## config.mk

```make
export PLATFORM = sky130hd
export DESIGN_NAME = stepper_half_step_sequencer
export DESIGN_NICKNAME = d
export VERILOG_FILES = /design/src/hss_pkg.sv /design/src/hss_motor_tick.sv /design/src/hss_core.sv /design/src/stepper_half_step_sequencer.sv
export SDC_FILE = /design/constraint.sdc
export NUM_CORES = 1
export LEC_CHECK = 0
export BUFFER_PORTS_ARGS = -buffer_cell sky130_fd_sc_hd__clkbuf_2
export CORE_ASPECT_RATIO = 0.5
export CORE_MARGIN = 2
export CORE_UTILIZATION = 55
export CTS_BUF_LIST = sky130_fd_sc_hd__clkbuf_8
export DETAILED_ROUTE_END_ITERATION = 6
export PLACE_DENSITY = 0.84
export SLEW_MARGIN = 20
export SYNTH_ARGS = -nofsm -noshare
export SYNTH_HDL_FRONTEND = slang
export SYNTH_HIERARCHICAL = 1
export SYNTH_SLANG_ARGS = --single-unit
```

## constraint.sdc

```tcl
create_clock -name clk -period 8.85 [get_ports clk]
set_clock_uncertainty 0.05 [all_clocks]
set_input_delay 1.77 -clock clk [delete_from_list [all_inputs] [get_ports clk]]
set_output_delay 1.77 -clock clk [all_outputs]
set_load 0.005 [all_outputs]
```

## src/hss_pkg.sv

```systemverilog
`timescale 1ns / 1ps
// Package for the half-step stepper sequencer: request codes, item and motor
// state types, and the phase table and coil nibble placement functions.
// No dependencies.
package hss_pkg;

    localparam int STEP_W  = 24;
    localparam int WAIT_W  = 24;
    localparam int BATCH_W = 8;
    localparam int PRESC_W = 8;
    localparam int OFF_W   = 3;
    localparam int NUM_CFG = 2;

    localparam logic [OFF_W-1:0] OFFSET0_RESET = 3'd0;
    localparam logic [OFF_W-1:0] OFFSET1_RESET = 3'd4;

    typedef enum logic [2:0] {
        REQ_TICK     = 3'd0,
        REQ_TURN     = 3'd1,
        REQ_PAUSE    = 3'd2,
        REQ_RESUME   = 3'd3,
        REQ_STOP     = 3'd4,
        REQ_SET_WAIT = 3'd5
    } req_e;

    typedef struct packed {
        logic [2:0]        req_type;
        logic              motor_index;
        logic [STEP_W-1:0] step_count;
        logic              direction;
        logic [WAIT_W-1:0] wait_ticks;
    } item_t;

    typedef struct packed {
        logic [7:0]        coil_byte;
        logic              latch_update;
        logic              ticking;
        logic              all_ready;
        logic [STEP_W-1:0] steps_left;
    } result_t;

    typedef struct packed {
        logic [STEP_W-1:0]  steps;
        logic [BATCH_W-1:0] batch;
        logic [WAIT_W-1:0]  wait_rem;
        logic [WAIT_W-1:0]  wait_set;
        logic [PRESC_W-1:0] presc;
        logic [3:0]         phase;
        logic               paused;
        logic               dir;
    } motor_t;

    // Left rotation of a byte by 0 to 7 places.
    function automatic logic [7:0] rot8(logic [7:0] v, logic [OFF_W-1:0] amt);
        logic [15:0] d;
        d = {v, v} << amt;
        return d[15:8];
    endfunction

    // Replaces one motor's nibble in the shared coil byte.
    function automatic logic [7:0] put_phase(logic [7:0] cur, logic [3:0] pat,
                                             logic [OFF_W-1:0] off);
        logic [7:0] mask;
        mask = rot8(8'h0F, off);
        return (cur & ~mask) | rot8({4'b0000, pat}, off);
    endfunction

    // Half-step sequence 3,2,6,4,C,8,9,1 forward; the idle pattern enters at 3
    // going forward and at 9 going backward.
    function automatic logic [3:0] next_phase(logic [3:0] pat, logic backward);
        logic [3:0] f;
        logic [3:0] b;
        case (pat)
            4'h0:    begin f = 4'h3; b = 4'h9; end
            4'h1:    begin f = 4'h3; b = 4'h9; end
            4'h2:    begin f = 4'h6; b = 4'h3; end
            4'h3:    begin f = 4'h2; b = 4'h1; end
            4'h4:    begin f = 4'hC; b = 4'h6; end
            4'h6:    begin f = 4'h4; b = 4'h2; end
            4'h8:    begin f = 4'h9; b = 4'hC; end
            4'h9:    begin f = 4'h1; b = 4'h8; end
            4'hC:    begin f = 4'h8; b = 4'h4; end
            default: begin f = 4'h0; b = 4'h0; end
        endcase
        return backward ? b : f;
    endfunction

endpackage

```

## src/hss_motor_tick.sv

```systemverilog
`timescale 1ns / 1ps
// One motor's work on a tick: prescaler, phase advance, batch and wait
// counting, and coil release. Combinational. Depends on hss_pkg.
module hss_motor_tick #(
    parameter int PRESCALE  = 4,
    parameter int BATCH_LEN = 8
) (
    input  hss_pkg::motor_t                cur,
    input  logic [hss_pkg::OFF_W-1:0]      offset,
    input  logic                           others_ready,
    input  logic [7:0]                     byte_in,
    output hss_pkg::motor_t                nxt,
    output logic [7:0]                     byte_out,
    output logic                           released
);

    logic [hss_pkg::PRESC_W-1:0] presc_dec;
    logic [hss_pkg::BATCH_W-1:0] batch_after;
    logic [hss_pkg::BATCH_W-1:0] batch_load;
    logic                        run;
    logic                        stepped;
    logic                        finish;

    assign presc_dec = cur.presc - 8'd1;
    assign stepped   = run && (presc_dec == '0);
    assign batch_load = (cur.steps < 24'(BATCH_LEN)) ? cur.steps[7:0] : 8'(BATCH_LEN);

    always_comb
    begin
        run    = 1'b0;
        finish = 1'b0;
        if (cur.wait_set != '0)
        begin
            if (cur.batch != '0)
            begin
                run = (cur.steps != '0) && !cur.paused;
            end
            else if (cur.wait_rem == '0)
            begin
                finish = 1'b1;
            end
        end
        else if ((cur.steps != '0) && !cur.paused)
        begin
            run = 1'b1;
        end
        else
        begin
            finish = 1'b1;
        end
    end

    always_comb
    begin
        nxt         = cur;
        byte_out    = byte_in;
        released    = 1'b0;
        batch_after = stepped ? cur.batch - 8'd1 : cur.batch;

        if (run)
        begin
            nxt.presc = presc_dec;
        end
        if (stepped)
        begin
            nxt.presc = 8'(PRESCALE);
            nxt.steps = cur.steps - 24'd1;
            nxt.phase = hss_pkg::next_phase(cur.phase, cur.dir);
            byte_out  = hss_pkg::put_phase(byte_in, nxt.phase, offset);
        end

        if (cur.wait_set != '0)
        begin
            if (cur.batch != '0)
            begin
                nxt.batch = batch_after;
                if (batch_after == '0)
                begin
                    nxt.wait_rem = cur.wait_set;
                end
            end
            else if (cur.wait_rem != '0)
            begin
                nxt.wait_rem = cur.wait_rem - 24'd1;
                if (cur.wait_rem == 24'd1)
                begin
                    nxt.batch = batch_load;
                end
            end
        end

        if (finish)
        begin
            nxt.wait_set = '0;
            // Coils are released only when no motor has steps or wait left.
            if (others_ready && (cur.steps == '0) && (cur.wait_rem == '0))
            begin
                nxt.phase = 4'h0;
                byte_out  = hss_pkg::put_phase(byte_in, 4'h0, offset);
                released  = 1'b1;
            end
        end
    end

endmodule

```

## src/hss_core.sv

```systemverilog
`timescale 1ns / 1ps
// Motor state registers, request decoding and the tick chain across motors.
// Depends on hss_pkg and hss_motor_tick.
module hss_core #(
    parameter int NUM_MOTORS = 2,
    parameter int PRESCALE   = 4,
    parameter int BATCH_LEN  = 8
) (
    input  logic                                        clk,
    input  logic                                        rst_n,
    input  logic                                        adv,
    input  hss_pkg::item_t                              item,
    input  logic [hss_pkg::NUM_CFG-1:0][hss_pkg::OFF_W-1:0] offsets,
    output hss_pkg::result_t                            result
);

    localparam hss_pkg::motor_t MOTOR_RESET = '{
        steps:    '0,
        batch:    '0,
        wait_rem: '0,
        wait_set: '0,
        presc:    8'(PRESCALE),
        phase:    4'h0,
        paused:   1'b0,
        dir:      1'b0
    };

    hss_pkg::motor_t st_reg   [NUM_MOTORS];
    hss_pkg::motor_t st_next  [NUM_MOTORS];
    hss_pkg::motor_t tick_st  [NUM_MOTORS];
    logic [7:0]      byte_chain [NUM_MOTORS+1];
    logic [NUM_MOTORS-1:0] released;
    logic [NUM_MOTORS-1:0] others_ready;
    logic [NUM_MOTORS-1:0] ready_old;
    logic [NUM_MOTORS-1:0] ready_new;

    logic [7:0] byte_reg;
    logic [7:0] byte_next;
    logic [7:0] sent_reg;
    logic [7:0] sent_next;
    logic [7:0] sent_tick;
    logic       sent_now_tick;
    logic       sent_now;
    logic       tick_en_reg;
    logic       tick_en_next;
    logic [hss_pkg::BATCH_W-1:0] turn_batch;

    assign byte_chain[0] = byte_reg;
    assign turn_batch = (item.step_count < 24'(BATCH_LEN)) ? item.step_count[7:0]
                                                           : 8'(BATCH_LEN);

    genvar g;
    generate
        for (g = 0; g < NUM_MOTORS; g++)
        begin : g_motor
            assign ready_old[g] = (st_reg[g].steps == '0) && (st_reg[g].wait_rem == '0);
            assign ready_new[g] = (tick_st[g].steps == '0) && (tick_st[g].wait_rem == '0);

            // Motors are ticked in order: earlier ones are seen already updated.
            always_comb
            begin
                others_ready[g] = 1'b1;
                for (int j = 0; j < NUM_MOTORS; j++)
                begin
                    if (j < g)
                    begin
                        others_ready[g] = others_ready[g] & ready_new[j];
                    end
                    else if (j > g)
                    begin
                        others_ready[g] = others_ready[g] & ready_old[j];
                    end
                end
            end

            hss_motor_tick #(
                .PRESCALE  (PRESCALE),
                .BATCH_LEN (BATCH_LEN)
            ) u_tick (
                .cur          (st_reg[g]),
                .offset       (offsets[g]),
                .others_ready (others_ready[g]),
                .byte_in      (byte_chain[g]),
                .nxt          (tick_st[g]),
                .byte_out     (byte_chain[g+1]),
                .released     (released[g])
            );
        end
    endgenerate

    // A release sends its byte at once; the last byte is sent if it differs.
    always_comb
    begin
        sent_tick     = sent_reg;
        sent_now_tick = 1'b0;
        for (int k = 0; k < NUM_MOTORS; k++)
        begin
            if (released[k] && (byte_chain[k+1] != sent_tick))
            begin
                sent_tick     = byte_chain[k+1];
                sent_now_tick = 1'b1;
            end
        end
        if (byte_chain[NUM_MOTORS] != sent_tick)
        begin
            sent_tick     = byte_chain[NUM_MOTORS];
            sent_now_tick = 1'b1;
        end
    end

    always_comb
    begin
        st_next      = st_reg;
        byte_next    = byte_reg;
        sent_next    = sent_reg;
        tick_en_next = tick_en_reg;
        sent_now     = 1'b0;
        if (item.req_type == hss_pkg::REQ_TICK)
        begin
            if (tick_en_reg)
            begin
                st_next   = tick_st;
                byte_next = byte_chain[NUM_MOTORS];
                sent_next = sent_tick;
                sent_now  = sent_now_tick;
                if (|released)
                begin
                    tick_en_next = 1'b0;
                end
            end
        end
        else
        begin
            for (int k = 0; k < NUM_MOTORS; k++)
            begin
                if (item.motor_index == 1'(k))
                begin
                    unique case (hss_pkg::req_e'(item.req_type))
                        hss_pkg::REQ_TURN:
                        begin
                            st_next[k].steps = item.step_count;
                            if (st_reg[k].wait_set != '0)
                            begin
                                st_next[k].batch = turn_batch;
                            end
                            st_next[k].dir = item.direction;
                            tick_en_next   = 1'b1;
                        end
                        hss_pkg::REQ_PAUSE:  st_next[k].paused = 1'b1;
                        hss_pkg::REQ_RESUME: st_next[k].paused = 1'b0;
                        hss_pkg::REQ_STOP:
                        begin
                            st_next[k].steps    = '0;
                            st_next[k].wait_rem = '0;
                            st_next[k].wait_set = '0;
                            st_next[k].presc    = 8'(PRESCALE);
                        end
                        hss_pkg::REQ_SET_WAIT: st_next[k].wait_set = item.wait_ticks;
                        default: ;
                    endcase
                end
            end
        end
    end

    always_comb
    begin
        result.coil_byte    = byte_next;
        result.latch_update = sent_now;
        result.ticking      = tick_en_next;
        result.all_ready    = 1'b1;
        result.steps_left   = '0;
        for (int k = 0; k < NUM_MOTORS; k++)
        begin
            if ((st_next[k].steps != '0) || (st_next[k].wait_rem != '0))
            begin
                result.all_ready = 1'b0;
            end
            if (item.motor_index == 1'(k))
            begin
                result.steps_left = st_next[k].steps;
            end
        end
    end

    always_ff @(posedge clk or negedge rst_n)
    begin
        if (!rst_n)
        begin
            for (int k = 0; k < NUM_MOTORS; k++)
            begin
                st_reg[k] <= MOTOR_RESET;
            end
            byte_reg    <= '0;
            sent_reg    <= '0;
            tick_en_reg <= 1'b0;
        end
        else if (adv)
        begin
            st_reg      <= st_next;
            byte_reg    <= byte_next;
            sent_reg    <= sent_next;
            tick_en_reg <= tick_en_next;
        end
    end

endmodule

```

## src/stepper_half_step_sequencer.sv

```systemverilog
`timescale 1ns / 1ps
// Half-step sequencer for up to two four-coil stepper motors sharing one
// coil byte. Top level. Depends on hss_pkg and hss_core.
//
// Usage: one request per item on the in_valid/in_ready channel (tick, turn,
// pause, resume, stop, set wait). Each request gives exactly one result on
// out_valid/out_ready: the coil byte, a latch-update flag, the ticking flag,
// the all-ready flag and the addressed motor's remaining steps.
// The offset registers are written on cfg_valid/cfg_ready, which is always
// ready; write them only while no request is in flight.
// A request passes through the input register and then the result register,
// and out_valid rises when the result register is loaded. A request is accepted every
// cycle while results are taken; the whole request is decoded and both motors
// are ticked in one pass between those two registers.
// When the receiver stalls, the result is held and one further request waits
// in the input register, after which in_ready falls.
// Reset clears all motor state, loads the prescalers, sets offsets to 0 and 4
// and empties both registers.
module stepper_half_step_sequencer #(
    parameter int NUM_MOTORS = 2,
    parameter int PRESCALE   = 4,
    parameter int BATCH_LEN  = 8
) (
    input  logic        clk,
    input  logic        rst_n,
    input  logic        in_valid,
    output logic        in_ready,
    input  logic [2:0]  req_type,
    input  logic        motor_index,
    input  logic [23:0] step_count,
    input  logic        direction,
    input  logic [23:0] wait_ticks,
    output logic        out_valid,
    input  logic        out_ready,
    output logic [7:0]  coil_byte,
    output logic        latch_update,
    output logic        ticking,
    output logic        all_ready,
    output logic [23:0] steps_left,
    input  logic        cfg_valid,
    output logic        cfg_ready,
    input  logic        cfg_index,
    input  logic [2:0]  cfg_data
);

    logic [hss_pkg::NUM_CFG-1:0][hss_pkg::OFF_W-1:0] offset_reg;
    logic             s1_valid_reg;
    hss_pkg::item_t   s1_item_reg;
    logic             out_valid_reg;
    hss_pkg::result_t out_reg;
    hss_pkg::result_t result;
    logic             adv;

    assign cfg_ready = 1'b1;
    assign adv       = s1_valid_reg && (!out_valid_reg || out_ready);
    assign in_ready  = !s1_valid_reg || adv;

    always_ff @(posedge clk or negedge rst_n)
    begin
        if (!rst_n)
        begin
            offset_reg[0] <= hss_pkg::OFFSET0_RESET;
            offset_reg[1] <= hss_pkg::OFFSET1_RESET;
        end
        else if (cfg_valid)
        begin
            offset_reg[cfg_index] <= cfg_data;
        end
    end

    always_ff @(posedge clk or negedge rst_n)
    begin
        if (!rst_n)
        begin
            s1_valid_reg  <= 1'b0;
            out_valid_reg <= 1'b0;
        end
        else
        begin
            if (in_ready)
            begin
                s1_valid_reg <= in_valid;
            end
            if (adv)
            begin
                out_valid_reg <= 1'b1;
            end
            else if (out_ready)
            begin
                out_valid_reg <= 1'b0;
            end
        end
    end

    always_ff @(posedge clk)
    begin
        if (in_valid && in_ready)
        begin
            s1_item_reg.req_type    <= req_type;
            s1_item_reg.motor_index <= motor_index;
            s1_item_reg.step_count  <= step_count;
            s1_item_reg.direction   <= direction;
            s1_item_reg.wait_ticks  <= wait_ticks;
        end
        if (adv)
        begin
            out_reg <= result;
        end
    end

    hss_core #(
        .NUM_MOTORS (NUM_MOTORS),
        .PRESCALE   (PRESCALE),
        .BATCH_LEN  (BATCH_LEN)
    ) u_core (
        .clk     (clk),
        .rst_n   (rst_n),
        .adv     (adv),
        .item    (s1_item_reg),
        .offsets (offset_reg),
        .result  (result)
    );

    assign out_valid    = out_valid_reg;
    assign coil_byte    = out_reg.coil_byte;
    assign latch_update = out_reg.latch_update;
    assign ticking      = out_reg.ticking;
    assign all_ready    = out_reg.all_ready;
    assign steps_left   = out_reg.steps_left;

endmodule

```

==> results.txt <==
status = complete, but fails checks
failing checks = design-rule violations
Final Core Density = 61.4%
Die Span Y = 135 um
most frequent cell on the critical path = buf_4
register area = 7980 um^2
Top FF cell, synth = dfrtp_1
final hold viol count = 0
library cells used by synthesis = 89
post-route ant nets = 0
crit path time final = 7.89 ns
Overflow after GRT = 0
#FFs+latches synth = 301
first-pass GRT wire length = 87.8 mm
worst-path fanout max = 22
Pleak = 8.07 nW
Tcrit/Tclk final = 89.1%
max-slew violation count = 0
share of cells above drive strength 1 = 13.4%
min-delay worst type = reg2reg
yosys warns = 6
Row Count = 47
total track usage = 30.4%
die area = 36000 um^2
Post-CTS Setup Inserts = 0
clock sink count = 301
Final GP Congestion = 0.954
Initial Utilization = 56.6%
DRC viols = 48
Hold Buf Count CTS = 0
initial antenna violation count = 0
fillers = 2748
Data arrival, critical path = 8.27 ns
CP max stage delay = 0.74 ns
core box area = 33500 um^2
WS Path Type = reg2reg
Mapped Cells = 2062
critical path required time = 9.23 ns
setup slack, reg-to-reg = 0.96 ns
Iter 0 DRT Violations = 2966
clock slew at reported path FFs = 0.07 ns
MaxCap Viol Count = 0
area of the multi-input gates = 10200 um^2
fraction of registers with async set/reset = 70.8%
max reg flops = 188
Fmax = 127 MHz
CTS max path bufs = 3
CP Capture Type = flip-flop
pin count of the biggest net entering global routing = 111
Die X = 266 um
via-per-instance ratio = 6.84
number of synthesized flops with an enable pin = 88
setup violators final = 0
# IOs = 100
DP HPWL = 38.6 mm
maximum VDD drop = 0.134 mV
WL/cell = 21.7 um
Net count, final = 2169
TritonRoute pass-1 iters = 7
area delta synth->final = 8.42%
commonest non-fill, non-tap cell in the layout = nand2_1
clock latency on the worst-skew pair = 0.61 ns
via count = 17600
Synth Area per Inst = 9.19 um^2
number of antenna diodes = 0
Worst path slowest cell = and4bb_1
Mapped Area = 18900 um^2
most frequent cells in the layout = nand2_1 (219), dfrtp_1 (210), nor2_1 (179)
Mapped Nets = 2136
PostCTS Resize Cnt = 0
Detailed Route WL = 55.7 mm
CTS buffer count = 44
CTS H-tree lvls = 2
startpoint class of the critical path = flip-flop
max_slew headroom = 24.9%
P per Cell Area = 287 nW/um^2
IO buf count = 98
sequential element share of the synthesized area = 42.1%
CTS tree = done
Tightest Pin Transition = 1.12 ns
RSZ-0062 raised after global routing = no
vias in the first global route = 15967
clk root buf = clkbuf_8
setup TNS = 0 ns
-- metrics by stage --
step	hold slack, ns	std cells	cell area (um^2)	worst slack [ns]	total power [mW]
floorplan	0.394	2062	18900	2.68	3.94
global placement	0.422	2490	19600	1.33	4.52
detailed placement	0.440	2490	19600	1.15	4.58
CTS	0.454	2572	20500	1.15	5.83
global route	0.483	2572	20500	0.512	6.23
finish	0.455	2572	20500	0.964	5.90
-- worst max-delay path, delay by kind of cell, from the launching register on --
kind / cells / cell delay, ns
AND/OR/NAND/NOR: 14 / 3.75
multiplexers: 1 / 0.31
adder cells (fa/ha/maj): 1 / 0.33
flip-flops: 1 / 0.46
buffers and inverters: 4 / 0.84
XOR/XNOR: 1 / 0.23
AO/OA/AOI/OAI: 8 / 1.74
-- report_power, final --
group          internal (mW)  total, mW  switching (mW)  leakage [nW]
clock                  0.653       1.24           0.582         0.538
sequential              1.77       2.31           0.545          3.52
combinational          0.965       2.36            1.39          4.01
-- cell families (layout without fill, tap and decap cells) --
kind of cell	Yosys count	in the layout	synth area share, %
AOI/OAI and AO/OA	593	593	22.5
xor gates and xnor gates	82	82	3.79
adders and majority gates	12	12	0.792
buffers and inverters	183	252	4.37
DFF	301	301	42.1
muxes	54	54	3.02
other	1	1	0.0198
and+or+nand+nor	836	836	23.4
-- final cells by class --
type                    count  area share [%]
well taps                 441            2.69
multi-input cells        1578            49.5
flip-flops and latches    301            38.8
inverters                  42           0.767
repair buffers            128            3.59
clock buffers              48            3.22
clock inverters            34            1.42
-- worst paths after layout --
check                                               start                             end  cells after the start
setup / recovery           u_core/st_reg[156]$_DFFE_PN0P_  u_core/sent_reg[4]$_DFFE_PN0P_                     29
hold / removal                   s1_valid_reg$_DFFE_PN0P_           out_valid$_DFFE_PN0P_                      1
setup reg to reg           u_core/st_reg[156]$_DFFE_PN0P_  u_core/sent_reg[4]$_DFFE_PN0P_                     29
hold reg to reg                  s1_valid_reg$_DFFE_PN0P_           out_valid$_DFFE_PN0P_                      1
max in group asynchronous                           rst_n  u_core/st_reg[105]$_DFFE_PN0P_                      2
min in group asynchronous                           rst_n   u_core/st_reg[50]$_DFFE_PN0P_                      1
-- synthesized netlist by cell type (8+ instances only) --
library cell | count | share of area (%)
nand2b_1 | 23 | 0.76
nor4_1 | 82 | 2.7
and3_1 | 12 | 0.40
nand2_1 | 219 | 4.3
buf_4 | 12 | 0.48
a21o_1 | 8 | 0.32
a32oi_1 | 48 | 2.2
o31ai_1 | 20 | 0.79
a211oi_1 | 12 | 0.48
xor2_1 | 52 | 2.4
nand3_1 | 39 | 1.0
a22oi_1 | 20 | 0.79
or4_1 | 9 | 0.36
a22o_1 | 58 | 2.7
xnor2_1 | 30 | 1.4
o21ai_1 | 15 | 0.40
nor2_1 | 179 | 3.5
a222oi_1 | 50 | 2.6
buf_2 | 21 | 0.55
ha_1 | 12 | 0.79
buf_1 | 13 | 0.26
and2_1 | 53 | 1.7
nor4_2 | 12 | 0.79
buf_6 | 9 | 0.53
mux2i_1 | 38 | 2.0
nor2b_1 | 10 | 0.33
a21oi_1 | 124 | 3.3
clkbuf_1 | 85 | 1.7
or3_1 | 25 | 0.83
o32a_1 | 10 | 0.53
mux2_2 | 13 | 0.77
o21ai_0 | 117 | 3.1
edfxtp_1 | 88 | 14
a31oi_1 | 11 | 0.36
nor3_1 | 75 | 2.0
inv_1 | 42 | 0.83
dfrtp_1 | 210 | 28
nor3b_1 | 10 | 0.40
nand4_1 | 30 | 0.99
a2bb2oi_1 | 15 | 0.69
o22ai_1 | 15 | 0.50
-- per-layer routing --
| layer | GRT usage (%) | routed length, um |
|---|---|---|
| met4 | 8.99 | 1460 |
| met5 | 0 | 0 |
| met1 | 44.7 | 23400 |
| met3 | 7.52 | 7050 |
| met2 | 44.5 | 23800 |
Note: power is estimated with default switching activity, not from simulation.
